## src/hw/rtl/lbc_pkg.sv

```systemverilog
// Package of the buffer cache block: field widths, op and status codes,
// item structs and the stored entry layout. Depends on nothing.
`default_nettype none

package lbc_pkg;

    localparam int DEV_W       = 8;
    localparam int BLK_W       = 32;
    localparam int REFCNT_W    = 8;
    localparam int SLOT_W      = 5;
    localparam int ENTRY_W     = 5;
    localparam int BUFFERS_DEF = 32;

    localparam logic [REFCNT_W-1:0] COUNT_MAX = '1;

    typedef enum logic [1:0] {
        OP_READ    = 2'd0,
        OP_WRITE   = 2'd1,
        OP_RELEASE = 2'd2,
        OP_DONE    = 2'd3
    } lbc_op_t;

    typedef enum logic [1:0] {
        ST_OK     = 2'd0,
        ST_NOFREE = 2'd1,
        ST_UNREF  = 2'd2,
        ST_SAT    = 2'd3
    } lbc_status_t;

    typedef struct packed {
        lbc_op_t           op;
        logic [DEV_W-1:0]  device;
        logic [BLK_W-1:0]  block_number;
        logic [SLOT_W-1:0] slot;
    } lbc_in_t;

    typedef struct packed {
        logic [ENTRY_W-1:0] entry;
        logic               hit;
        logic               need_read;
        logic               need_write;
        lbc_status_t        status;
    } lbc_out_t;

    // Tag and policy fields of one entry, rank kept apart (width follows BUFFERS)
    typedef struct packed {
        logic [DEV_W-1:0]    device;
        logic [BLK_W-1:0]    block_number;
        logic [REFCNT_W-1:0] count;
        logic                valid;
        logic                dirty;
    } lbc_tag_t;

endpackage

`default_nettype wire

```

## src/hw/rtl/lbc_ram.sv

```systemverilog
// Generic single-clock RAM: one write port, one read port, registered read.
// Depends on nothing.
`default_nettype none

module lbc_ram #(
    parameter int WIDTH = 8,
    parameter int DEPTH = 32
)(
    input  wire logic                     clk,
    input  wire logic                     we,
    input  wire logic [$clog2(DEPTH)-1:0] waddr,
    input  wire logic [WIDTH-1:0]         wdata,
    input  wire logic                     re,
    input  wire logic [$clog2(DEPTH)-1:0] raddr,
    output logic [WIDTH-1:0]              rdata
);

    logic [WIDTH-1:0] mem [DEPTH];

    // write port
    always_ff @(posedge clk)
    begin
        if (we)
        begin
            mem[waddr] <= wdata;
        end
    end

    // registered read port
    always_ff @(posedge clk)
    begin
        if (re)
        begin
            rdata <= mem[raddr];
        end
    end

endmodule

`default_nettype wire

```

## src/hw/rtl/lru_block_buffer_cache.sv

```systemverilog
// Top level of the LRU buffer cache tag and policy store.
// Depends on lbc_pkg and lbc_ram.
//
//  channel   dir   handshake              payload
//  in        in    in_valid / in_ready    in_data  (lbc_in_t)
//  out       out   out_valid / out_ready  out_data (lbc_out_t)
//
// One item at a time. Read: S_SCAN reads every entry, one entry per cycle
// through the single RAM read port, then S_DECIDE, S_EMIT. Write, disk done and
// a release that leaves the count above zero: S_SLOT, S_EMIT. A release that
// frees the entry: S_SLOT, S_SWEEP over every entry, S_EMIT. Out of range slot: S_EMIT.
// Reset leaves every entry at its reset value at once (per-entry written
// bits); no clearing pass. A stalled result waits in the output register.
`default_nettype none

module lru_block_buffer_cache
    import lbc_pkg::*;
#(
    parameter int BUFFERS = BUFFERS_DEF
)(
    input  wire logic    clk,
    input  wire logic    rst_n,
    input  wire logic    in_valid,
    output logic         in_ready,
    input  wire lbc_in_t in_data,
    output logic         out_valid,
    input  wire logic    out_ready,
    output lbc_out_t     out_data
);

    localparam int IDX_W  = $clog2(BUFFERS);
    localparam int SCAN_W = $clog2(BUFFERS + 1);
    localparam int WORD_W = $bits(lbc_tag_t) + IDX_W;
    localparam logic [IDX_W-1:0] LAST_IDX = IDX_W'(BUFFERS - 1);

    typedef struct packed {
        lbc_tag_t         tag;
        logic [IDX_W-1:0] rank;
    } word_t;

    typedef enum logic [5:0] {
        S_IDLE   = 6'b000001,
        S_SCAN   = 6'b000010,
        S_DECIDE = 6'b000100,
        S_SLOT   = 6'b001000,
        S_SWEEP  = 6'b010000,
        S_EMIT   = 6'b100000
    } state_t;

    function automatic logic [ENTRY_W-1:0] to_entry(input logic [IDX_W-1:0] idx);
        logic [IDX_W+ENTRY_W-1:0] wide;
        wide = {{ENTRY_W{1'b0}}, idx};
        return wide[ENTRY_W-1:0];
    endfunction

    function automatic logic [IDX_W-1:0] to_idx(input logic [SLOT_W-1:0] slot);
        logic [IDX_W+SLOT_W-1:0] wide;
        wide = {{IDX_W{1'b0}}, slot};
        return wide[IDX_W-1:0];
    endfunction

    // control registers
    state_t              state_reg, state_next;
    logic [SCAN_W-1:0]   scan_cnt_reg, scan_cnt_next;
    logic [BUFFERS-1:0]  written_reg;
    logic                hit_found_reg, hit_found_next;
    logic                free_found_reg, free_found_next;
    logic                out_valid_reg, out_valid_next;

    // payload registers
    lbc_in_t             req_reg, req_next;
    logic [IDX_W-1:0]    rd_idx_reg;
    logic [IDX_W-1:0]    hit_idx_reg, hit_idx_next;
    word_t               hit_word_reg, hit_word_next;
    logic [IDX_W-1:0]    free_idx_reg, free_idx_next;
    logic [IDX_W-1:0]    free_rank_reg, free_rank_next;
    logic [IDX_W-1:0]    tgt_rank_reg, tgt_rank_next;
    lbc_out_t            res_reg, res_next;
    lbc_out_t            out_data_reg, out_data_next;

    // RAM port signals
    logic                ram_we;
    logic [IDX_W-1:0]    ram_waddr;
    logic [WORD_W-1:0]   ram_wdata;
    logic                ram_re;
    logic [IDX_W-1:0]    ram_raddr;
    logic [WORD_W-1:0]   ram_rdata;

    word_t               rd_word;
    word_t               wr_word;
    word_t               rst_word;
    logic [IDX_W-1:0]    slot_idx;
    logic [IDX_W-1:0]    in_slot_idx;
    logic                in_slot_ok;
    logic                tag_match;

    lbc_ram #(
        .WIDTH (WORD_W),
        .DEPTH (BUFFERS)
    ) u_ram (
        .clk   (clk),
        .we    (ram_we),
        .waddr (ram_waddr),
        .wdata (ram_wdata),
        .re    (ram_re),
        .raddr (ram_raddr),
        .rdata (ram_rdata)
    );

    assign in_ready  = (state_reg == S_IDLE);
    assign out_valid = out_valid_reg;
    assign out_data  = out_data_reg;
    assign ram_wdata = wr_word;

    // entries never written read as their reset value
    always_comb
    begin
        rst_word.tag  = '0;
        rst_word.rank = LAST_IDX - rd_idx_reg;
        rd_word       = written_reg[rd_idx_reg] ? word_t'(ram_rdata) : rst_word;
    end

    assign slot_idx    = to_idx(req_reg.slot);
    assign in_slot_idx = to_idx(in_data.slot);
    assign in_slot_ok  = (32'(in_data.slot) < 32'(BUFFERS));
    assign tag_match   = (rd_word.tag.device == req_reg.device)
                      && (rd_word.tag.block_number == req_reg.block_number);

    // sequencer: scan, decide, read-modify-write, rank sweep
    always_comb
    begin
        state_next      = state_reg;
        scan_cnt_next   = scan_cnt_reg;
        hit_found_next  = hit_found_reg;
        free_found_next = free_found_reg;
        out_valid_next  = out_valid_reg;
        req_next        = req_reg;
        hit_idx_next    = hit_idx_reg;
        hit_word_next   = hit_word_reg;
        free_idx_next   = free_idx_reg;
        free_rank_next  = free_rank_reg;
        tgt_rank_next   = tgt_rank_reg;
        res_next        = res_reg;
        out_data_next   = out_data_reg;
        ram_we          = 1'b0;
        ram_waddr       = '0;
        wr_word         = rd_word;
        ram_re          = 1'b0;
        ram_raddr       = '0;

        // result taken downstream
        if (out_valid_reg && out_ready)
        begin
            out_valid_next = 1'b0;
        end

        unique case (state_reg)
            S_IDLE:
            begin
                if (in_valid)
                begin
                    req_next = in_data;
                    if (in_data.op == OP_READ)
                    begin
                        ram_re          = 1'b1;
                        ram_raddr       = '0;
                        scan_cnt_next   = SCAN_W'(1);
                        hit_found_next  = 1'b0;
                        free_found_next = 1'b0;
                        state_next      = S_SCAN;
                    end
                    else if (!in_slot_ok)
                    begin
                        res_next.entry      = in_data.slot;
                        res_next.hit        = 1'b0;
                        res_next.need_read  = 1'b0;
                        res_next.need_write = 1'b0;
                        res_next.status     = ST_UNREF;
                        state_next          = S_EMIT;
                    end
                    else
                    begin
                        ram_re     = 1'b1;
                        ram_raddr  = in_slot_idx;
                        state_next = S_SLOT;
                    end
                end
            end

            S_SCAN:
            begin
                // issue next read while the previous entry is examined
                if (scan_cnt_reg < SCAN_W'(BUFFERS))
                begin
                    ram_re        = 1'b1;
                    ram_raddr     = scan_cnt_reg[IDX_W-1:0];
                    scan_cnt_next = scan_cnt_reg + SCAN_W'(1);
                end
                // most recent match
                if (tag_match && (!hit_found_reg || rd_word.rank < hit_word_reg.rank))
                begin
                    hit_found_next = 1'b1;
                    hit_idx_next   = rd_idx_reg;
                    hit_word_next  = rd_word;
                end
                // least recent free, clean entry
                if (rd_word.tag.count == '0 && !rd_word.tag.dirty
                    && (!free_found_reg || rd_word.rank > free_rank_reg))
                begin
                    free_found_next = 1'b1;
                    free_idx_next   = rd_idx_reg;
                    free_rank_next  = rd_word.rank;
                end
                if (rd_idx_reg == LAST_IDX)
                begin
                    state_next = S_DECIDE;
                end
            end

            S_DECIDE:
            begin
                res_next.hit        = 1'b0;
                res_next.need_read  = 1'b0;
                res_next.need_write = 1'b0;
                res_next.status     = ST_OK;
                if (hit_found_reg)
                begin
                    res_next.entry     = to_entry(hit_idx_reg);
                    res_next.hit       = 1'b1;
                    res_next.need_read = !hit_word_reg.tag.valid;
                    if (hit_word_reg.tag.count == COUNT_MAX)
                    begin
                        res_next.status = ST_SAT;
                    end
                    else
                    begin
                        wr_word           = hit_word_reg;
                        wr_word.tag.count = hit_word_reg.tag.count + REFCNT_W'(1);
                        ram_we            = 1'b1;
                        ram_waddr         = hit_idx_reg;
                    end
                end
                else if (free_found_reg)
                begin
                    wr_word.tag.device       = req_reg.device;
                    wr_word.tag.block_number = req_reg.block_number;
                    wr_word.tag.count        = REFCNT_W'(1);
                    wr_word.tag.valid        = 1'b0;
                    wr_word.tag.dirty        = 1'b0;
                    wr_word.rank             = free_rank_reg;
                    ram_we                   = 1'b1;
                    ram_waddr                = free_idx_reg;
                    res_next.entry           = to_entry(free_idx_reg);
                    res_next.need_read       = 1'b1;
                end
                else
                begin
                    res_next.entry  = '0;
                    res_next.status = ST_NOFREE;
                end
                state_next = S_EMIT;
            end

            S_SLOT:
            begin
                res_next.entry      = req_reg.slot;
                res_next.hit        = 1'b0;
                res_next.need_read  = 1'b0;
                res_next.need_write = 1'b0;
                res_next.status     = ST_OK;
                ram_waddr           = slot_idx;
                state_next          = S_EMIT;
                if (req_reg.op == OP_DONE)
                begin
                    wr_word.tag.valid = 1'b1;
                    wr_word.tag.dirty = 1'b0;
                    ram_we            = 1'b1;
                end
                else if (rd_word.tag.count == '0)
                begin
                    res_next.status = ST_UNREF;
                end
                else if (req_reg.op == OP_WRITE)
                begin
                    wr_word.tag.dirty   = 1'b1;
                    ram_we              = 1'b1;
                    res_next.need_write = 1'b1;
                end
                else if (rd_word.tag.count == REFCNT_W'(1))
                begin
                    // last reference gone: move to most recent over a sweep
                    tgt_rank_next = rd_word.rank;
                    ram_re        = 1'b1;
                    ram_raddr     = '0;
                    state_next    = S_SWEEP;
                end
                else
                begin
                    wr_word.tag.count = rd_word.tag.count - REFCNT_W'(1);
                    ram_we            = 1'b1;
                end
            end

            S_SWEEP:
            begin
                if (rd_idx_reg != LAST_IDX)
                begin
                    ram_re    = 1'b1;
                    ram_raddr = rd_idx_reg + IDX_W'(1);
                end
                else
                begin
                    state_next = S_EMIT;
                end
                // age everything newer than the released entry
                if (rd_idx_reg == slot_idx)
                begin
                    wr_word.tag.count = '0;
                    wr_word.rank      = '0;
                end
                else if (rd_word.rank < tgt_rank_reg)
                begin
                    wr_word.rank = rd_word.rank + IDX_W'(1);
                end
                ram_we    = 1'b1;
                ram_waddr = rd_idx_reg;
            end

            S_EMIT:
            begin
                if (!out_valid_reg || out_ready)
                begin
                    out_data_next  = res_reg;
                    out_valid_next = 1'b1;
                    state_next     = S_IDLE;
                end
            end

            default:
            begin
                state_next = S_IDLE;
            end
        endcase
    end

    // control state
    always_ff @(posedge clk or negedge rst_n)
    begin
        if (!rst_n)
        begin
            state_reg      <= S_IDLE;
            scan_cnt_reg   <= '0;
            written_reg    <= '0;
            hit_found_reg  <= 1'b0;
            free_found_reg <= 1'b0;
            out_valid_reg  <= 1'b0;
        end
        else
        begin
            state_reg      <= state_next;
            scan_cnt_reg   <= scan_cnt_next;
            hit_found_reg  <= hit_found_next;
            free_found_reg <= free_found_next;
            out_valid_reg  <= out_valid_next;
            if (ram_we)
            begin
                written_reg[ram_waddr] <= 1'b1;
            end
        end
    end

    // payload, no reset
    always_ff @(posedge clk)
    begin
        req_reg       <= req_next;
        hit_idx_reg   <= hit_idx_next;
        hit_word_reg  <= hit_word_next;
        free_idx_reg  <= free_idx_next;
        free_rank_reg <= free_rank_next;
        tgt_rank_reg  <= tgt_rank_next;
        res_reg       <= res_next;
        out_data_reg  <= out_data_next;
        if (ram_re)
        begin
            rd_idx_reg <= ram_raddr;
        end
    end

endmodule

`default_nettype wire

```

## config.mk

```make
export PLATFORM = sky130hd
export DESIGN_NAME = lru_block_buffer_cache
export DESIGN_NICKNAME = d
export VERILOG_FILES = /design/src/hw/rtl/lbc_pkg.sv /design/src/hw/rtl/lbc_ram.sv /design/src/hw/rtl/lru_block_buffer_cache.sv
export SDC_FILE = /design/constraint.sdc
export NUM_CORES = 2
export LEC_CHECK = 0
export ABC_AREA = 0
export BUFFER_PORTS_ARGS = -buffer_cell sky130_fd_sc_hd__buf_4
export CORE_MARGIN = 2
export CORE_UTILIZATION = 56
export DETAILED_ROUTE_END_ITERATION = 10
export PLACE_DENSITY = 0.72
export SETUP_SLACK_MARGIN = 0.2
export SLEW_MARGIN = 20
export SYNTH_ARGS = -nofsm -noshare
export SYNTH_HDL_FRONTEND = slang
export SYNTH_SLANG_ARGS = --single-unit
```

## constraint.sdc

```tcl
create_clock -name clk -period 14.8 [get_ports clk]
set_input_delay 0.74 -clock clk [delete_from_list [all_inputs] [get_ports clk]]
set_output_delay 0.74 -clock clk [all_outputs]
set_load 0.02 [all_outputs]
```

Yosys cells after proc, flatten, opt, wreduce, memory -nomap -nowiden
Memory sizes are Yosys's and may differ from the RTL's. A register that Yosys moved wholly into a read port is not among the register bits.
Cells that the tools add are included.
- add/sub/neg operators: 6
- multiply operators: 0
- div/mod/pow operators: 0
- $lt $le $gt $ge: 7
- equal/unequal tests: 23
- shifts and indexed selects: 0
- muxes and demuxes: 84
- bitwise gates (word level): 4
- reductions and logical operators: 27
- operators by type and width (operator ; number):
    55-bit two-way mux ; 4
    6-bit two-way mux ; 11
    5-bit two-way mux ; 10
    40-bit two-way mux ; 1
    8-bit two-way mux ; 5
    6-bit one-hot mux with 6 select lines ; 1
    1-bit two-way mux ; 34
    32-bit equality test ; 1
    32-bit bitwise OR ; 1
    5-bit one-hot mux with 3 select lines ; 2
    8-bit one-hot mux with 3 select lines ; 1
    10-bit one-hot mux with 2 select lines ; 1
    4-bit AND reduction ; 4
    2-bit inequality test, second input constant ; 7
    5-bit by 6-bit less-than comparator with 1-bit output, second input constant ; 2
    6-bit one-hot mux with 2 select lines ; 1
    5-bit by 1-bit adder with 5-bit output, second input constant ; 2
    5-bit less-than comparator ; 2
    5-bit one-hot mux with 2 select lines ; 1
    8-bit by 1-bit adder with 8-bit output, second input constant ; 1
    8-bit by 1-bit equality test with 1-bit output, second input constant ; 1
    8-bit equality test ; 1
    8-bit equality test, second input constant ; 1
    8-bit logical NOT ; 1
    other kinds (35) ; 55
- bits in registers: 194
- latch bits: 0
- RAM bits: 1760
- ROM bits: 0
- input port bits: 51
- word-level logic and storage cells: 183
- memories: 1
- memories (memory ; depth ; bits a word ; read ports ; clocked after memory_dff ; wr ports ; line ; text):
    u_ram.mem ; 32 ; 55 ; 1 ; 1 ; 1 ; lbc_ram.sv:18 ; logic [WIDTH-1:0] mem [DEPTH];

Longest topological paths before layout
- depth after elaboration: 11
- depth in mapped cells: 19
- gate-level depth less buffers: 14

Modules after synthesis
A second synthesis with hierarchy kept.
- cell total of the unflattened synthesis: 4789
- area total of the unflattened synthesis: 80422.1 um^2
- modules (own cells, without submodules) (module ; instances ; cells an instance ; area an instance (um^2)):
    lbc_ram ; 1 ; 3847 ; 70078.5
    lru_block_buffer_cache ; 1 ; 942 ; 10343.7

Least setup slack after synthesis
No wires, ideal clock.
- path kind: register -> register
- start point: reg rd_idx_reg[0]
- end point: mem u_ram.mem[16][0] (netlist bit) (enable)
- arrival time: 7.128 ns
- data required time: 14.264 ns
- slack: 7.136 ns
- cell stages (with the launch flop): 16
- period minus slack after synthesis: 7.664 ns
- cells stage by stage: edfxtp_1 buf_2 buf_4 mux2i_1 a31o_2 o211a_1 buf_2 nor2_1 clkbuf_1 nand2_1 ha_1 or2_2 a31oi_2 o31ai_2 buf_2 nor3_1
- longest elaborated chain between the ends: 11
- elaborated cells between the ends (all ways): 13
- RTL lines (element ; line ; text):
    start: declaration ; lru_block_buffer_cache.sv:72 ; logic [IDX_W-1:0] rd_idx_reg;
    start signal: assignment ; lru_block_buffer_cache.sv:385 ; rd_idx_reg <= ram_raddr;
    1-bit binary-select mux with 5-bit select ; lru_block_buffer_cache.sv:120 ; rd_word = written_reg[rd_idx_reg] ? word_t'(ram_rdata) : rst_word;
    1-bit two-way mux (implied by the code) ; lru_block_buffer_cache.sv:120 ;
    55-bit two-way mux ; lru_block_buffer_cache.sv:120 ;
    8-bit by 1-bit equality test with 1-bit output ; lru_block_buffer_cache.sv:289 ; else if (rd_word.tag.count == REFCNT_W'(1))
    1-bit two-way mux ; lru_block_buffer_cache.sv:289 ;
    1-bit two-way mux ; lru_block_buffer_cache.sv:283 ; else if (req_reg.op == OP_WRITE)
    1-bit two-way mux ; lru_block_buffer_cache.sv:279 ; else if (rd_word.tag.count == '0)
    1-bit two-way mux ; lru_block_buffer_cache.sv:273 ; if (req_reg.op == OP_DONE)
    1-bit one-hot mux with 3 select lines ; lru_block_buffer_cache.sv:157 ; unique case (state_reg)
    1-bit two-way mux ; lbc_ram.sv:23 ; if (we)
    1-bit two-way mux (implied by the code) ; lbc_ram.sv:25 ; mem[waddr] <= wdata;
    end: declaration ; lbc_ram.sv:18 ;
Several ways; a longest one is shown, not always the timed one. The select of a mux whose other input is x is not followed.

==> out/qor_table.md <==
| Step | Quantity | Value |
| --- | --- | --- |
| outcome | Outcome | finished clean |
| grt | GRT Max-Usage Layer | met2 |
| clock network | Number of setup buffers added after CTS | 0 |
| power | Switching part of the total | 28.9% |
| flow run | Max-cap violations | 0 |
| routing | Remaining antenna violation count | 0 |
| floorplanning | Die Span X | 384 um |
| power | Switching power summed over all nets | 4.38 mW |
| worst setup path | Worst Setup Start Kind | flop |
| synthesis | Average cell area after synthesis | 18.9 sq um |
| worst setup path | Critical path start-end classification | flop to flop |
| worst setup path | Worst path buffer plus inverter count | 4 |
| timing | Setup repair after global routing missed its margin | false |
| timing | Final Hold Vio Count | 0 |
| clock network | Root buffer selected by CTS | sky130_fd_sc_hd__clkbuf_16 |
| grt | Maximum number of pins on one net before global-route repair | 130 |
| synthesis | Synthesis Warnings | 0 |
| power | Internal power of the cells | 10.8 mW |
| synthesis | Sequential area share after synthesis | 74.3% |
| clock network | CTS buffer count | 192 |
| cells and area | Number of flip-flops in the largest register | 1760 |
| clock network | Clock tree from TritonCTS | yes |
| floorplanning | Placement Rows | 139 |
| grt | Number of global-route vias before repair | 40.5k |
| worst setup path | Slowest cell on the critical path | sky130_fd_sc_hd__edfxtp_1 |
| power | Fraction of power consumed by sequential logic | 48.9% |
| routing | Per-cell routed wire length | 29.2 um |
| timing | Fin Hold WS | 0.0896 ns |
| placement | Half-perimeter wire length after placement | 106000 um |
| grt | Leftover overflow at the end of global routing | 0 |
| routing | Total number of vias | 41.4k |
| cells and area | Ant. Diodes | 0 |
| grt | Global Route met2 Usage | 39.7% |
| worst setup path | Delay-heaviest family, CP | buffers and inverters |
| hold path | Class of the tightest hold or removal check | primary input to flop |
| routing | Final routed wirelength across all metal layers | 189000 um |
| cells and area | Most common cell after layout, fill and taps aside | sky130_fd_sc_hd__edfxtp_1 |
| worst setup path | Reg2reg path depth | 14 |
| worst setup path | Crit-path most repeated cell | sky130_fd_sc_hd__buf_4 |
| timing | Maximum frequency from static timing analysis | 0.154 GHz |
| worst setup path | Cell Chain, Critical Path | mux4_2, mux2i_1, o221a_2, nor2_1, buf_4, nand2_1, inv_1, ha_1, or2_2, a31oi_2, o31ai_4, buf_4, nor3_2, buf_4 |
| synthesis | #FFs+latches synth | 2009 |
| timing | Transition time at the pin with the least slew margin | 1.17 ns |
| floorplanning | Die outline height | 384 um |
| placement | Worst setup slack before clock tree synthesis | 8.32 ns |
| cells and area | Net count, final | 4510 |
| timing | Min Tclk post-route | 6.50 ns |
| hold path | Terminating pin of the worst hold path | state_reg[0] |
| clock network | Clock latency on the worst-skew pair | 0.83 ns |
| worst setup path | Crit path max fanout | 45 |
| synthesis | Mapped Nets | 4341 |
| routing | Count of routing violations after the opening detailed-route iteration | 4961 |
| cells and area | Layout cell share with drive strength beyond 1 | 17.0% |
| floorplanning | Total Die Area | 0.147 sq mm |
| clock network | CTS hold repair buffers | 1 |
| clock network | Number of H-tree branching levels | 4 |
| floorplanning | Standard cell core area | 0.143 sq mm |
| power | Combinational share of power | 21.3% |
| synthesis | Post-synth ARST share | 2.34% |
| worst setup path | Arrival time at the worst endpoint | 6.95 ns |
| cells and area | Area growth syn-to-layout | 11.4% |
| worst setup path | Worst reg2reg startpoint | rd_idx_reg[0] |
| worst setup path | Slack of the worst reg-to-reg path | 8.30 ns |
| power | Portion of total power attributed to the clock network | 29.9% |
| floorplanning | I/O pin count | 63 |
| routing | Remaining DRCs | 0 |
| worst setup path | End of the worst register-to-register path | u_ram.mem[23][25] |
| worst setup path | Delay of the slowest cell on the worst path | 0.91 ns |
| synthesis | Unique masters post-synth | 71 |
| clock network | Clock-pin slew reported for the worst setup and hold paths after clock tree synthesis | 0.06 ns |
| worst setup path | Required time at the endpoint of the critical path | 15.25 ns |
| timing | Final setup TNS | 0 ns |
| clock network | Post-CTS Resized | 0 |
| power | Power density relative to cell area | 168 mW/mm^2 |
| synthesis | Post-synthesis cell count | 4269 |
| hold path | Hold Startpoint | in_valid |
| timing | Max-slew violation count | 0 |
| timing | Skew final | 0.0239 ns |
| clock network | Count of clock tree sinks | 2009 |
| grt | Wire length of the first global-routing pass | 276000 um |
| synthesis | Total standard cell area after synthesis | 0.0809 sq mm |
| cells and area | Commonest cells after routing, fill and taps aside | 1962 x sky130_fd_sc_hd__edfxtp_1, 885 x sky130_fd_sc_hd__mux2i_1, 226 x sky130_fd_sc_hd__mux4_2, 199 x sky130_fd_sc_hd__buf_4, 193 x sky130_fd_sc_hd__clkbuf_16 |
| routing | Via count normalized by instance count | 6.39 |
| placement | Placer congestion estimate | 0.909 |
| routing | Number of iterations in the first detailed-routing pass | 6 |
| power | IR drop worst, VDD | 0.159 mV |
| synthesis | Primary FF master, synth | sky130_fd_sc_hd__edfxtp_1 |
| timing | Setup violators final | 0 |
| worst setup path | Launch point of the critical path | rd_idx_reg[0] |
| timing | Max-Slew Margin vs Limit | 22.2% |
| synthesis | Number of enable flip-flop cells after synthesis | 1962 |
| grt | GR Layer Usage met3 | 4.39% |
| placement | Port-buffer cells | 62 |
| power | Leakage power total | 35.2 nW |
| hold path | Worst hold path cell count | 2 |
| floorplanning | Initial Utilization | 56.4% |
| clock network | Maximum clock path buffer count | 3 |
| timing | Final clock period utilization by the worst path | 43.9% |
| grt | Initial antenna violation count | 3 |
| grt | Combined global-route utilization of all metal layers | 25.8% |
| timing | Setup ws final | 8.30 ns |
| power | Total design power | 15.1 mW |
| grt | Met1 track demand over resource | 38.2% |
| cells and area | Non-filler cells, final | 6487 |
| worst setup path | Critical path capture point type | flop |
| placement | Count of placed standard cells including taps | 6145 |
-- power by group through the flow --
| stage | registers [mW] | logic (mW) | clock network, mW |
|---|---|---|---|
| 6_report | 7.40 | 3.22 | 4.52 |
| 5_1_grt | 7.40 | 3.44 | 4.80 |
| 4_1_cts | 7.39 | 3.18 | 4.58 |
| 3_5_place_dp | 7.50 | 3.17 | 0 |
| 3_3_place_gp | 7.50 | 3.10 | 0 |
| 2_1_floorplan | 7.41 | 2.07 | 0 |
-- per-layer routing --
metal / part of all wire [%] / vias up / wire (um)
met1: 42 / 21500 / 78700
met4: 2.7 / 0 / 5110
met2: 47 / 1986 / 87900
met5: 0 / - / 0
met3: 9.2 / 317 / 17300
li1: - / 17600 / -
-- Yosys cell counts (4+ instances only) --
| library cell | number | area share [%] |
|---|---|---|
| sky130_fd_sc_hd__edfxtp_1 | 1962 | 73 |
| sky130_fd_sc_hd__mux2i_1 | 885 | 11 |
| sky130_fd_sc_hd__mux4_2 | 226 | 6.3 |
| sky130_fd_sc_hd__nor2_1 | 124 | 0.58 |
| sky130_fd_sc_hd__a22o_1 | 115 | 1.2 |
| sky130_fd_sc_hd__buf_2 | 112 | 0.69 |
| sky130_fd_sc_hd__clkbuf_1 | 103 | 0.48 |
| sky130_fd_sc_hd__nand2_1 | 92 | 0.43 |
| sky130_fd_sc_hd__o21ai_0 | 75 | 0.46 |
| sky130_fd_sc_hd__inv_1 | 52 | 0.24 |
| sky130_fd_sc_hd__a22oi_1 | 51 | 0.47 |
| sky130_fd_sc_hd__dfrtp_1 | 46 | 1.4 |
| sky130_fd_sc_hd__nor3_1 | 39 | 0.24 |
| sky130_fd_sc_hd__and3_1 | 33 | 0.26 |
| sky130_fd_sc_hd__a21o_1 | 31 | 0.29 |
| sky130_fd_sc_hd__nand3_1 | 24 | 0.15 |
| sky130_fd_sc_hd__ha_1 | 21 | 0.32 |
| sky130_fd_sc_hd__nand2b_1 | 21 | 0.16 |
| sky130_fd_sc_hd__a21oi_1 | 17 | 0.11 |
| sky130_fd_sc_hd__o22ai_1 | 16 | 0.12 |
| sky130_fd_sc_hd__nor2b_1 | 14 | 0.11 |
| sky130_fd_sc_hd__buf_4 | 13 | 0.12 |
| sky130_fd_sc_hd__o31ai_1 | 13 | 0.12 |
| sky130_fd_sc_hd__xnor2_1 | 13 | 0.14 |
| sky130_fd_sc_hd__nor4_1 | 12 | 0.093 |
| sky130_fd_sc_hd__o221ai_1 | 11 | 0.12 |
| sky130_fd_sc_hd__or2_2 | 11 | 0.085 |
| sky130_fd_sc_hd__xor2_1 | 11 | 0.12 |
| sky130_fd_sc_hd__a222oi_1 | 8 | 0.099 |
| sky130_fd_sc_hd__a31oi_1 | 8 | 0.062 |
| sky130_fd_sc_hd__nand3b_1 | 8 | 0.074 |
| sky130_fd_sc_hd__and2_1 | 7 | 0.054 |
| sky130_fd_sc_hd__nand4_1 | 7 | 0.054 |
| sky130_fd_sc_hd__or3_1 | 7 | 0.054 |
| sky130_fd_sc_hd__o21bai_1 | 6 | 0.056 |
| sky130_fd_sc_hd__a32o_1 | 5 | 0.062 |
| sky130_fd_sc_hd__o2111ai_1 | 5 | 0.054 |
| sky130_fd_sc_hd__o211ai_1 | 5 | 0.046 |
| sky130_fd_sc_hd__buf_1 | 4 | 0.019 |
| sky130_fd_sc_hd__o21a_1 | 4 | 0.037 |
| sky130_fd_sc_hd__o32ai_1 | 4 | 0.043 |
-- stage by stage --
stage / instance area, sq um / utilization (%)
6_report: 90100 / 62.8
5_1_grt: 90100 / 62.8
4_1_cts: 90000 / 62.8
3_5_place_dp: 84300 / 58.7
3_3_place_gp: 84300 / 58.7
2_1_floorplan: 80900 / -
-- worst max path at each step --
stage | end | slack [ns] | cells after the start
2_1_floorplan | u_ram.mem[16][0] | 7.14 | 15
3_3_place_gp | hit_word_reg[32] | 8.35 | 14
3_5_place_dp | u_ram.mem[23][25] | 8.32 | 14
4_1_cts | u_ram.mem[23][25] | 8.30 | 14
5_1_grt | hit_word_reg[22] | 7.66 | 14
6_report | u_ram.mem[23][25] | 8.30 | 14
-- final cells by class --
cell class	count	area, sq um
sequential	2009	60100
inverter	52	195
fill	9776	53400
clock inverter	92	678
tap	1903	2380
clock buffer	248	5070
timing repair buffer	207	1650
multi-input combinational	1976	20000
-- logic make-up after synthesis --
kind of cell | synth area share, %
AOI/OAI and AO/OA | 3.73
buffers and inverters | 1.55
xor gates and xnor gates | 0.260
muxes | 17.3
and+or+nand+nor | 2.54
adders and majority gates | 0.325
DFF | 74.3
Power figures use the tool's default switching activity.
